$ cat config.mk
export PLATFORM = sky130hd
export DESIGN_NAME = scaled_raster_op_blit_unit
export DESIGN_NICKNAME = d
export VERILOG_FILES = /design/src/sv/srb_pkg.sv /design/src/sv/scaled_raster_op_blit_unit.sv /design/src/sv/srb_fifo.sv /design/src/sv/srb_front.sv /design/src/sv/srb_back.sv
export SDC_FILE = /design/constraint.sdc
export NUM_CORES = 2
export LEC_CHECK = 0
export BUFFER_PORTS_ARGS = -buffer_cell sky130_fd_sc_hd__buf_2
export CAP_MARGIN = 10
export CORE_MARGIN = 2
export CORE_UTILIZATION = 55
export DETAILED_ROUTE_END_ITERATION = 7
export PLACE_DENSITY = 0.72
export SLEW_MARGIN = 5
export SYNTH_ARGS = -nofsm -noshare
export SYNTH_HDL_FRONTEND = slang
export SYNTH_HIERARCHICAL = 1
export SYNTH_SLANG_ARGS = --single-unit
$ cat constraint.sdc
create_clock -name clk -period 7.8 [get_ports clk]
set_clock_uncertainty 0.05 [all_clocks]
set_input_delay 0 -clock clk [delete_from_list [all_inputs] [get_ports clk]]
set_output_delay 0 -clock clk [all_outputs]
set_load 0.1 [all_outputs]
$ cat src/sv/srb_pkg.sv
// Types and constants of the scaled raster-op blit unit.
package srb_pkg;

  localparam logic CMD_START = 1'b0;
  localparam logic CMD_PIXEL = 1'b1;

  localparam logic [2:0] ROP_COPY   = 3'd0;
  localparam logic [2:0] ROP_AND    = 3'd1;
  localparam logic [2:0] ROP_XOR    = 3'd2;
  localparam logic [2:0] ROP_OR     = 3'd3;
  localparam logic [2:0] ROP_NSRC   = 3'd4;
  localparam logic [2:0] ROP_INVDST = 3'd5;
  localparam logic [2:0] ROP_BLACK  = 3'd6;
  localparam logic [2:0] ROP_WHITE  = 3'd7;

  localparam int CFG_IDX_BITS = 4;
  localparam logic [CFG_IDX_BITS-1:0] REG_SRC_RECT    = 4'd0;
  localparam logic [CFG_IDX_BITS-1:0] REG_DST_RECT    = 4'd1;
  localparam logic [CFG_IDX_BITS-1:0] REG_SRC_BOUNDS  = 4'd2;
  localparam logic [CFG_IDX_BITS-1:0] REG_DST_BOUNDS  = 4'd3;
  localparam logic [CFG_IDX_BITS-1:0] REG_RASTER_MODE = 4'd4;
  localparam logic [CFG_IDX_BITS-1:0] REG_BG_COLOR    = 4'd5;
  localparam logic [CFG_IDX_BITS-1:0] REG_WHITE_VALUE = 4'd6;
  localparam logic [CFG_IDX_BITS-1:0] REG_MONO_DEST   = 4'd7;

  localparam logic [7:0]  PIX_FF      = 8'hFF;
  localparam logic [31:0] WHITE_RESET = 32'd255;

  typedef struct packed {
    logic        command;
    logic [31:0] src_pixel;
    logic [31:0] dst_pixel;
  } in_t;

  typedef struct packed {
    logic        write_valid;
    logic [31:0] new_pixel;
    logic [15:0] next_src_x;
    logic [15:0] next_src_y;
    logic [15:0] next_dst_x;
    logic [15:0] next_dst_y;
    logic        next_skip;
    logic        done_res;
  } out_t;

  typedef struct packed {
    logic [63:0] src_rect;
    logic [63:0] dst_rect;
    logic [31:0] src_bounds;
    logic [31:0] dst_bounds;
    logic [2:0]  raster_mode;
    logic [31:0] bg_color;
    logic [31:0] white_value;
    logic        mono_dest;
  } cfg_t;

  // Work handed from front to back.
  typedef struct packed {
    logic        wr_cand;
    logic        active;
    logic [15:0] col;
    logic [15:0] row;
    logic [31:0] pix;
  } job_t;

  typedef enum logic [1:0] {
    B_IDLE,
    B_MUL,
    B_DIV,
    B_PUSH
  } back_state_t;

endpackage

$ cat src/sv/scaled_raster_op_blit_unit.sv
// Scaled raster-op blit unit: a beat walking a destination rectangle is decoded
// combinationally in the front, then takes a walk step in the back
// (a multiply step, then one quotient bit per cycle); a done beat skips both.
// The back-end divider limits throughput; a 2-deep queue sits on each side.
// Synchronous active-high rst clears queues, walk state and registers;
// white_value resets to 255.
module scaled_raster_op_blit_unit #(
  parameter int PIXEL_BITS = 32,
  parameter int COORD_BITS = 16
) (
  input  logic                               clk,
  input  logic                               rst,
  input  logic                               push,
  output logic                               full,
  input  srb_pkg::in_t                       item,
  output logic                               empty,
  input  logic                               pop,
  output srb_pkg::out_t                      result,
  input  logic                               cfg_valid,
  output logic                               cfg_ready,
  input  logic [srb_pkg::CFG_IDX_BITS-1:0]   cfg_index,
  input  logic [63:0]                        cfg_data
);
  import srb_pkg::*;

  cfg_t cfg;
  job_t job_w, job_r;
  out_t res_w;
  logic job_empty, job_pop, res_full, res_push, accept;

  assign cfg_ready = 1'b1;
  assign accept    = push && !full;

  always_ff @(posedge clk) begin
    if (rst) begin
      cfg <= '{white_value: WHITE_RESET, default: '0};
    end else if (cfg_valid && cfg_ready) begin
      case (cfg_index)
        REG_SRC_RECT:    cfg.src_rect    <= cfg_data;
        REG_DST_RECT:    cfg.dst_rect    <= cfg_data;
        REG_SRC_BOUNDS:  cfg.src_bounds  <= cfg_data[31:0];
        REG_DST_BOUNDS:  cfg.dst_bounds  <= cfg_data[31:0];
        REG_RASTER_MODE: cfg.raster_mode <= cfg_data[2:0];
        REG_BG_COLOR:    cfg.bg_color    <= cfg_data[31:0];
        REG_WHITE_VALUE: cfg.white_value <= cfg_data[31:0];
        REG_MONO_DEST:   cfg.mono_dest   <= cfg_data[0];
        default: ;
      endcase
    end
  end

  srb_front #(.PIXEL_BITS(PIXEL_BITS), .COORD_BITS(COORD_BITS)) u_front (
    .clk(clk), .rst(rst), .cfg(cfg), .accept(accept), .item(item), .job(job_w)
  );

  srb_fifo #(.W($bits(job_t))) u_jobq (
    .clk(clk), .rst(rst), .wr(push), .wdata(job_w), .full(full),
    .rd(job_pop), .rdata(job_r), .empty(job_empty)
  );

  srb_back #(.PIXEL_BITS(PIXEL_BITS), .COORD_BITS(COORD_BITS)) u_back (
    .clk(clk), .rst(rst), .cfg(cfg), .job_empty(job_empty), .job_in(job_r),
    .job_pop(job_pop), .res_full(res_full), .res_push(res_push), .res(res_w)
  );

  srb_fifo #(.W($bits(out_t))) u_resq (
    .clk(clk), .rst(rst), .wr(res_push), .wdata(res_w), .full(res_full),
    .rd(pop), .rdata(result), .empty(empty)
  );
endmodule

$ cat src/sv/srb_fifo.sv
// Small register queue used between the stages and on the result side.
module srb_fifo #(
  parameter int W = 8
) (
  input  logic         clk,
  input  logic         rst,
  input  logic         wr,
  input  logic [W-1:0] wdata,
  output logic         full,
  input  logic         rd,
  output logic [W-1:0] rdata,
  output logic         empty
);
  logic [W-1:0] mem [2];
  logic         wptr;
  logic         rptr;
  logic [1:0]   count;
  logic         do_wr;
  logic         do_rd;

  assign full  = (count == 2'd2);
  assign empty = (count == 2'd0);
  assign do_wr = wr && !full;
  assign do_rd = rd && !empty;
  assign rdata = mem[rptr];

  always_ff @(posedge clk) begin
    if (do_wr) begin
      mem[wptr] <= wdata;
    end
  end

  always_ff @(posedge clk) begin
    if (rst) begin
      wptr  <= 1'b0;
      rptr  <= 1'b0;
      count <= 2'd0;
    end else begin
      if (do_wr) wptr <= ~wptr;
      if (do_rd) rptr <= ~rptr;
      count <= count + 2'(do_wr) - 2'(do_rd);
    end
  end
endmodule

$ cat src/sv/srb_front.sv
// Front end: decodes beats, steps the walk offsets, computes the raster result.
module srb_front #(
  parameter int PIXEL_BITS = 32,
  parameter int COORD_BITS = 16
) (
  input  logic          clk,
  input  logic          rst,
  input  srb_pkg::cfg_t cfg,
  input  logic          accept,
  input  srb_pkg::in_t  item,
  output srb_pkg::job_t job
);
  import srb_pkg::*;

  localparam int CB = COORD_BITS;
  localparam int PB = PIXEL_BITS;

  logic [CB-1:0] col;
  logic [CB-1:0] row;
  logic          active;
  logic [CB-1:0] col_next;
  logic [CB-1:0] row_next;
  logic          active_next;

  logic [CB-1:0] sw, sh, dw, dh;
  logic          sizes_ok;
  logic [CB:0]   c_inc;
  logic [CB:0]   r_inc;
  logic          wrap;
  logic          walk_end;

  logic [PB-1:0] s, d, r, res;

  assign sw = cfg.src_rect[32 +: CB];
  assign sh = cfg.src_rect[48 +: CB];
  assign dw = cfg.dst_rect[32 +: CB];
  assign dh = cfg.dst_rect[48 +: CB];
  assign sizes_ok = (sw != '0) && (sh != '0) && (dw != '0) && (dh != '0);

  assign c_inc    = {1'b0, col} + (CB+1)'(1);
  assign wrap     = c_inc >= {1'b0, dw};
  assign r_inc    = {1'b0, row} + (CB+1)'(wrap);
  assign walk_end = (r_inc >= {1'b0, dh}) || !sizes_ok;

  always_comb begin
    col_next    = col;
    row_next    = row;
    active_next = active;
    if (item.command == CMD_START) begin
      col_next    = '0;
      row_next    = '0;
      active_next = sizes_ok;
    end else if (active) begin
      if (walk_end) begin
        col_next    = '0;
        row_next    = '0;
        active_next = 1'b0;
      end else begin
        col_next = wrap ? '0 : c_inc[CB-1:0];
        row_next = r_inc[CB-1:0];
      end
    end
  end

  always_ff @(posedge clk) begin
    if (rst) begin
      col    <= '0;
      row    <= '0;
      active <= 1'b0;
    end else if (accept) begin
      col    <= col_next;
      row    <= row_next;
      active <= active_next;
    end
  end

  assign s = item.src_pixel[PB-1:0];
  assign d = item.dst_pixel[PB-1:0];

  always_comb begin
    r   = s;
    res = '0;
    unique case (cfg.raster_mode)
      ROP_COPY:   r = s;
      ROP_AND:    r = d & s;
      ROP_XOR:    r = d ^ s;
      ROP_OR:     r = d | s;
      default:    r = s;
    endcase
    unique case (cfg.raster_mode)
      ROP_COPY, ROP_AND, ROP_XOR, ROP_OR: begin
        if (cfg.mono_dest) res = (32'(r) == cfg.bg_color) ? PB'(PIX_FF) : '0;
        else res = r;
      end
      ROP_NSRC: begin
        if (cfg.mono_dest) res = (32'(s) == cfg.bg_color) ? '0 : PB'(PIX_FF);
        else res = ~s;
      end
      ROP_INVDST: res = ~d;
      ROP_BLACK:  res = '0;
      ROP_WHITE:  res = cfg.white_value[PB-1:0];
      default:    res = '0;
    endcase
  end

  always_comb begin
    job.wr_cand = (item.command == CMD_PIXEL) && active;
    job.active  = active_next;
    job.col     = 16'(col_next);
    job.row     = 16'(row_next);
    job.pix     = 32'(res);
  end
endmodule

$ cat src/sv/srb_back.sv
// Back end: maps offsets to source coordinates by shift-subtract division.
module srb_back #(
  parameter int PIXEL_BITS = 32,
  parameter int COORD_BITS = 16
) (
  input  logic          clk,
  input  logic          rst,
  input  srb_pkg::cfg_t cfg,
  input  logic          job_empty,
  input  srb_pkg::job_t job_in,
  output logic          job_pop,
  input  logic          res_full,
  output logic          res_push,
  output srb_pkg::out_t res
);
  import srb_pkg::*;

  localparam int CB = COORD_BITS;
  localparam int PB = PIXEL_BITS;
  localparam int NSTEP = 2 * CB;
  localparam int CW = $clog2(NSTEP);

  back_state_t state, state_next;
  job_t          jb;
  logic          pending_skip;
  logic [CW-1:0] cnt;
  logic [2*CB-1:0] dvd_x, dvd_y;
  logic [CB-1:0]   rem_x, rem_y;

  logic [CB-1:0] sw, sh, dw, dh;
  logic [CB:0]   tx, ty;
  logic          gx, gy;
  logic [CB:0]   sx, sy, dx, dy;
  logic          skip;
  logic          mul_go, div_go, last_step;

  assign sw = cfg.src_rect[32 +: CB];
  assign sh = cfg.src_rect[48 +: CB];
  assign dw = cfg.dst_rect[32 +: CB];
  assign dh = cfg.dst_rect[48 +: CB];

  assign last_step = (cnt == CW'(NSTEP - 1));

  always_comb begin
    state_next = state;
    unique case (state)
      B_IDLE: if (!job_empty) state_next = job_in.active ? B_MUL : B_PUSH;
      B_MUL:  state_next = B_DIV;
      B_DIV:  if (last_step) state_next = B_PUSH;
      B_PUSH: if (!res_full) state_next = B_IDLE;
      default: state_next = B_IDLE;
    endcase
  end

  always_comb begin
    job_pop  = 1'b0;
    mul_go   = 1'b0;
    div_go   = 1'b0;
    res_push = 1'b0;
    unique case (state)
      B_IDLE: job_pop  = !job_empty;
      B_MUL:  mul_go   = 1'b1;
      B_DIV:  div_go   = 1'b1;
      B_PUSH: res_push = !res_full;
      default: ;
    endcase
  end

  // One quotient bit per cycle for both axes.
  assign tx = {rem_x, dvd_x[2*CB-1]};
  assign ty = {rem_y, dvd_y[2*CB-1]};
  assign gx = tx >= {1'b0, dw};
  assign gy = ty >= {1'b0, dh};

  always_ff @(posedge clk) begin
    if (job_pop) jb <= job_in;
    if (mul_go) begin
      dvd_x <= jb.col[CB-1:0] * sw;
      dvd_y <= jb.row[CB-1:0] * sh;
      rem_x <= '0;
      rem_y <= '0;
      cnt   <= '0;
    end else if (div_go) begin
      rem_x <= gx ? CB'(tx - {1'b0, dw}) : tx[CB-1:0];
      rem_y <= gy ? CB'(ty - {1'b0, dh}) : ty[CB-1:0];
      dvd_x <= {dvd_x[2*CB-2:0], gx};
      dvd_y <= {dvd_y[2*CB-2:0], gy};
      cnt   <= cnt + CW'(1);
    end
  end

  always_ff @(posedge clk) begin
    if (rst) begin
      state        <= B_IDLE;
      pending_skip <= 1'b0;
    end else begin
      state <= state_next;
      if (res_push) pending_skip <= jb.active && skip;
    end
  end

  assign sx = {1'b0, cfg.src_rect[0 +: CB]}  + {1'b0, dvd_x[CB-1:0]};
  assign sy = {1'b0, cfg.src_rect[16 +: CB]} + {1'b0, dvd_y[CB-1:0]};
  assign dx = {1'b0, cfg.dst_rect[0 +: CB]}  + {1'b0, jb.col[CB-1:0]};
  assign dy = {1'b0, cfg.dst_rect[16 +: CB]} + {1'b0, jb.row[CB-1:0]};
  assign skip = (sx >= {1'b0, cfg.src_bounds[0 +: CB]})
             || (sy >= {1'b0, cfg.src_bounds[16 +: CB]})
             || (dx >= {1'b0, cfg.dst_bounds[0 +: CB]})
             || (dy >= {1'b0, cfg.dst_bounds[16 +: CB]});

  always_comb begin
    res.write_valid = jb.wr_cand && !pending_skip;
    res.new_pixel   = res.write_valid ? 32'(jb.pix[PB-1:0]) : '0;
    res.done_res    = !jb.active;
    res.next_src_x  = jb.active ? 16'(sx[CB-1:0]) : '0;
    res.next_src_y  = jb.active ? 16'(sy[CB-1:0]) : '0;
    res.next_dst_x  = jb.active ? 16'(dx[CB-1:0]) : '0;
    res.next_dst_y  = jb.active ? 16'(dy[CB-1:0]) : '0;
    res.next_skip   = jb.active && skip;
  end
endmodule

# Word level (Yosys, flattened, before mapping)
# Memories as Yosys holds them, arrays and structs flattened. A register that Yosys moved wholly into a read port is not among the register bits.
# Cells that the tools add are included.
word_totals:
  mem_bits_rw: 330
  register_bits: 471
  out_inout_bits: 102
  n_memories: 2
  in_bits: 138
  word_cells: 173
  romBits: 0
  latchBits: 0
classes:
  shifts: 0
  div_mod_pow: 0
  reduce_logical: 41
  eq_ne: 25
  n_bitwise: 9
  n_addsub: 13
  mux: 44
  order_cmp: 8
  mul: 2
memory_table:
  columns: ["memory", "depth", "word_bits", "rd", "rd_clocked_by_memory_dff", "wr", "line", "text"]
  rows:
  - ["u_resq.mem", 2, 99, 1, 1, 1, "srb_fifo.sv:14", "logic [W-1:0] mem [2];"]
  - ["u_jobq.mem", 2, 66, 1, 1, 1, "srb_fifo.sv:14", null]
ops:
  columns: ["op", "count"]
  rows:
  - ["$mux W32", 7]
  - ["$mux W16", 13]
  - ["$pmux W32 S5", 1]
  - ["$ge A17 B16 Y1", 8]
  - ["$pmux W32 S3", 1]
  - ["$add A16 B16 Y17", 4]
  - ["$eq A32 B32 Y1", 2]
  - ["$mul A16 B16 Y32", 2]
  - ["$not A32 Y32", 2]
  - ["$reduce_bool A16 Y1", 4]
  - ["$and A32 B32 Y32", 1]
  - ["$or A32 B32 Y32", 1]
  - ["$sub A16 B16 Y16", 2]
  - ["$xor A32 B32 Y32", 1]
  - ["$add A16 B1 Y17", 1]
  - ["$add A16 B1 Y17 const B", 1]
  - ["$eq A4 B3 Y1 const B", 4]
  - ["$mux W8", 2]
  - ["$reduce_and A2 Y1", 8]
  - ["$mux W1", 15]
  - ["$eq A3 B3 Y1 const B", 4]
  - ["$logic_and A1 B1 Y1", 10]
  - ["$eq A2 B2 Y1 const B", 4]
  - ["$eq A4 B2 Y1 const B", 2]
  - ["other kinds (21)", 42]

# Logic depth before layout (Yosys ltp)
logic_depth:
  word_depth: 9
  mapped_depth: 31
  depth_no_buf: 27

# Cells and area by module
# The synthesis kept the hierarchy.
modules_own_cells:
  columns: ["module", "seq_area_each_um2", "area_per_inst_um2", "instances", "cells_each"]
  rows:
  - ["srb_back", 4704.5, 29819.8, 1, 3285]
  - ["scaled_raster_op_blit_unit", 5205.0, 10413.7, 1, 936]
  - ["srb_fifo (u_resq)", 6045.8, 7404.6, 1, 335]
  - ["srb_front", 660.6, 7403.4, 1, 1073]
  - ["srb_fifo (u_jobq)", 4063.9, 5004.8, 1, 232]

# Worst setup path after synthesis
# No wires, ideal clock.
synth_path:
  path_kind: "register to register"
  from: "register cfg[251] (netlist name)"
  to: "register u_back.dvd_y[30], data pin"
  n_path_buf: 1
  period_less_slack_ns: 6.127
  setup_slack_ns: 1.673
  arrival_ns: 5.817
  path_stages_with_launch: 21
  cell_sequence: "dfxtp_1 > clkbuf_1 > nand2_1 > fa_1 > fa_1 > inv_1 > fa_1 > fa_1 > fa_1 > inv_1 > fa_1 > inv_1 > ha_1 > and3_1 > a221oi_1 > o21ai_0 > a21o_1 > a22oi_2 > o2111ai_1 > xor2_1 > mux2_2"
synth_between:
  elab_chain_len: 2
synth_rtl:
  columns: ["item", "line", "text"]
  rows:
  - ["$mul A16 B16 Y32", "srb_back.sv:79", "dvd_y <= jb.row[CB-1:0] * sh;"]
  - ["$mux W32", "srb_back.sv:77", "if (mul_go) begin"]
  - ["to (signal assigned)", "srb_back.sv:79", null]
  - ["to (signal assigned)", "srb_back.sv:87", "dvd_y <= {dvd_y[2*CB-2:0], gy};"]
  - ["to (decl)", "srb_back.sv:27", "logic [2*CB-1:0] dvd_x, dvd_y;"]
# No other way between the ends.
# A chain may end at the register's enable or synchronous reset.

# Worst setup path after layout
layout_path:
  from: "register u_front.col[0]"
  to: "register u_front.col[2]"
layout_between:
  elab_chain_len: 8
  elab_cells_between_ends: 9
layout_rtl:
  columns: ["item", "line", "text"]
  rows:
  - ["from (decl)", "srb_front.sv:18", "logic [CB-1:0] col;"]
  - ["from (signal assigned)", "srb_front.sv:71", "col <= col_next;"]
  - ["$add A16 B1 Y17 (*)", "srb_front.sv:40", "assign c_inc = {1'b0, col} + (CB+1)'(1);"]
  - ["$ge A17 B16 Y1", "srb_front.sv:41", "assign wrap = c_inc >= {1'b0, dw};"]
  - ["$add A16 B1 Y17", "srb_front.sv:42", "assign r_inc = {1'b0, row} + (CB+1)'(wrap);"]
  - ["$ge A17 B16 Y1", "srb_front.sv:43", "assign walk_end = (r_inc >= {1'b0, dh}) || !sizes_ok;"]
  - ["$logic_or A1 B1 Y1", "srb_front.sv:43", null]
  - ["$mux W16 (*)", "srb_front.sv:54", "if (walk_end) begin"]
  - ["$mux W16 (*)", "srb_front.sv:53", "end else if (active) begin"]
  - ["$mux W16 (*)", "srb_front.sv:49", "if (item.command == CMD_START) begin"]
# Every way passes the cells marked *; elsewhere a longest branch is shown, timed or not.

==> qor.yml <==
synthesis:
  synth_commonest_cells: "inv_1, ha_1, edfxtp_1"
  ys_top_cells_by_area: "edfxtp_1, fa_1, dfxtp_1, ha_1, mux2i_1"
  synth-main-ff-cell: "edfxtp_1"
  yosys.area.top_type: "edfxtp_1"
  synthArstFlopShare: 0
  synth_warnings: 6
  synthMostInstantiatedCell: "inv_1"
  synthCells: 5861
  ys_seq_elements: 803
  ys_seq_area_frac: 0.344
  synth_edf_count: 460
  avgSynthCellArea_sq_um: 10.2
  syn-num-nets: 6871
  netlist_area_sq_mm: 0.0600
  yosysTopAreaCellShare: 0.230
  ys_types: 109
global_routing:
  grt_pass1_wl_um: 263000
  track_usage: 0.305
  grt_max_degree: 146
  antenna_found_initial: 7
  overflow: 0
  grt_pass1_vias: 44900
floorplan:
  fp.dieArea_sq_mm: 0.112
  start_util: 0.553
  io_pins: 240
  die_width_um: 334
  core-area_sq_mm: 0.109
  rows: 121
  die_y_um: 334
finish:
  layout-drive-gt1-share: 0.107
  utilization: 0.616
  fin_nets: 7143
  area_growth_pct: 11.3
  final_cell_area_sq_mm: 0.0668
sta:
  fin_crit_sh: 0.896
  slew_headroom: 0.164
  finalHoldViolCount: 0
  rsz0062_at_grt: "false"
  setup_viol: 0
  finalMaxSlewViolations: 0
  setup_tns_ns: 0
  tightestPinTransition_ns: 1.25
  fmax_mhz: 143
  min_period_ns: 6.99
clock_network:
  clock_latency_ns: 0.70
  cts_root_buffer: "clkbuf_16"
  clock_path_buffers: 3
  cts_tree: "done"
  cts.sinks: 803
  htree_levels: 3
  path_clk_slew_ns: 0.06
  cts_setup_buffers: 0
  cts_buffers: 88
routing:
  wl_um: 171000
  drc: 0
  drt-vias-per-instance: 5.84
  wl_per_cell_um: 22.5
  dr_total_vias: 44500
  dr.pass1.iters: 6
  drt_iter0_markers: 3379
  antenna_left: 0
placed_design:
  place_congestion: 0.992
  dpl.hpwl_um: 125000
  port_buffers: 238
  placed_cell_area_sq_mm: 0.0622
setup_path:
  crit_type: "reg2reg"
  critPathArrivalTime_ns: 7.55
  crit_path_end_kind: "flip-flop"
  rrSetupSlack_ns: 0.81
  cp-startpoint: "u_front/col[0]"
  crit_path_start_kind: "flip-flop"
  cp.required_ns: 8.36
  crit_path_max_fanout: 18
  rr_startpoint: "u_front/col[0]"
  endpoint: "u_front/col[2]"
  reg2regPathDepth: 27
  critPathMaxStageDelay_ns: 0.54
  slowest_stage: "or2_1"
  r2r-end: "u_front/col[2]"
  cpMostUsedCell: "ha_1"
power_and_ir_drop:
  p_leak_uw: 0.0296
  vdd_drop_max_mv: 0.220
  p_per_area_mw_per_mm2: 251
status:
  status: "finished clean"
run:
  drv_cap: 0
hold_path:
  hp-class: "in2reg"
## sequential cells by signal, summed over array words and instances, names as in the netlist, 2 cells and up, named ones only
signal and flops:
u_back/dvd_y 32, u_back/dvd_x 32, u_jobq/count 2, u_front/col 16, cfg 260, u_back/rem_x 16
u_back/cnt 5, u_back/jb 66, u_resq/mem 198, u_jobq/mem 132, u_back/rem_y 16, u_back/state 2
u_resq/count 2, u_front/row 16
## power breakdown
| part | internal, uW | switching, uW |
|---|---|---|
| Clock | 2610 | 1910 |
| Sequential | 5460 | 753 |
| Combinational | 1990 | 4080 |
## routing by layer
metal	global-route usage	part of all wire
met3	0.0557	0.073
met5	0	0.00024
met2	0.493	0.46
met1	0.410	0.43
met4	0.115	0.039
## critical path, delay by kind of cell, from the launching register on
kind,cells,cell delay [ns]
and+or+nand+nor,15,3.62
AOI/OAI and AO/OA,5,1.11
adders and majority gates,4,1.02
DFF,1,0.45
xor gates and xnor gates,1,0.31
buffers and inverters,2,0.30
## cells in the final DEF (no fill, tap or decap), drive strengths merged, types with 202 or more instances in the layout
| cell | n |
|---|---|
| inv | 739 |
| ha | 478 |
| edfxtp | 460 |
| nand2 | 435 |
| fa | 394 |
| nand2b | 363 |
| and2 | 362 |
| dfxtp | 343 |
| buf | 286 |
| mux2i | 281 |
| nor2 | 224 |
| mux2 | 202 |
## worst min path at each step
stage | start | end | slack (ns) | cells past startpoint
after detailed placement | cfg_data[3] | cfg[4] | 0.24 | 3
final | item[3] | u_jobq/mem[1][3] | 0.04 | 6
after floorplan | rst | u_back/state[1] | 0.02 | 1
after global routing | cfg_data[26] | cfg[27] | 0.05 | 3
after global placement | cfg_data[3] | cfg[4] | 0.23 | 3
after CTS | item[9] | u_jobq/mem[0][9] | 0.003 | 4
## stage by stage
stage	worst slack, ns	hold WS [ns]	total power (uW)	instances
2_1_floorplan	1.67	0.0191	10400	5861
3_3_place_gp	1.11	0.232	12100	7316
3_5_place_dp	0.996	0.244	12200	7316
4_1_cts	0.866	0.00293	16800	7623
5_1_grt	0.388	0.0509	17600	7624
6_report	0.810	0.0433	16800	7625
## final cells by class
type | instances | area, sq um
clock inverters | 57 | 768
flip-flops and latches | 803 | 20700
multi-input cells | 4082 | 35400
diodes | 2 | 5.00
well taps | 1414 | 1770
clock buffers | 109 | 2430
repair buffers | 428 | 2980
fillers | 8759 | 41700
inverters | 730 | 2740
## cells by family after synthesis
family,after synthesis,share of synthesized area
adders and majority gates,872,0.231
muxes,483,0.0854
buffers and inverters,976,0.0666
DFF,803,0.344
AOI/OAI and AO/OA,812,0.0940
xor gates and xnor gates,162,0.0236
other,1,0.0000625
and+or+nand+nor,1752,0.155
## timing repair
action	CTS	global route
endpoints found under the hold margin	384	0
hold buffers	141	0
gates resized for setup	0	0
No activity file was read; power rests on OpenSTA's default activity.
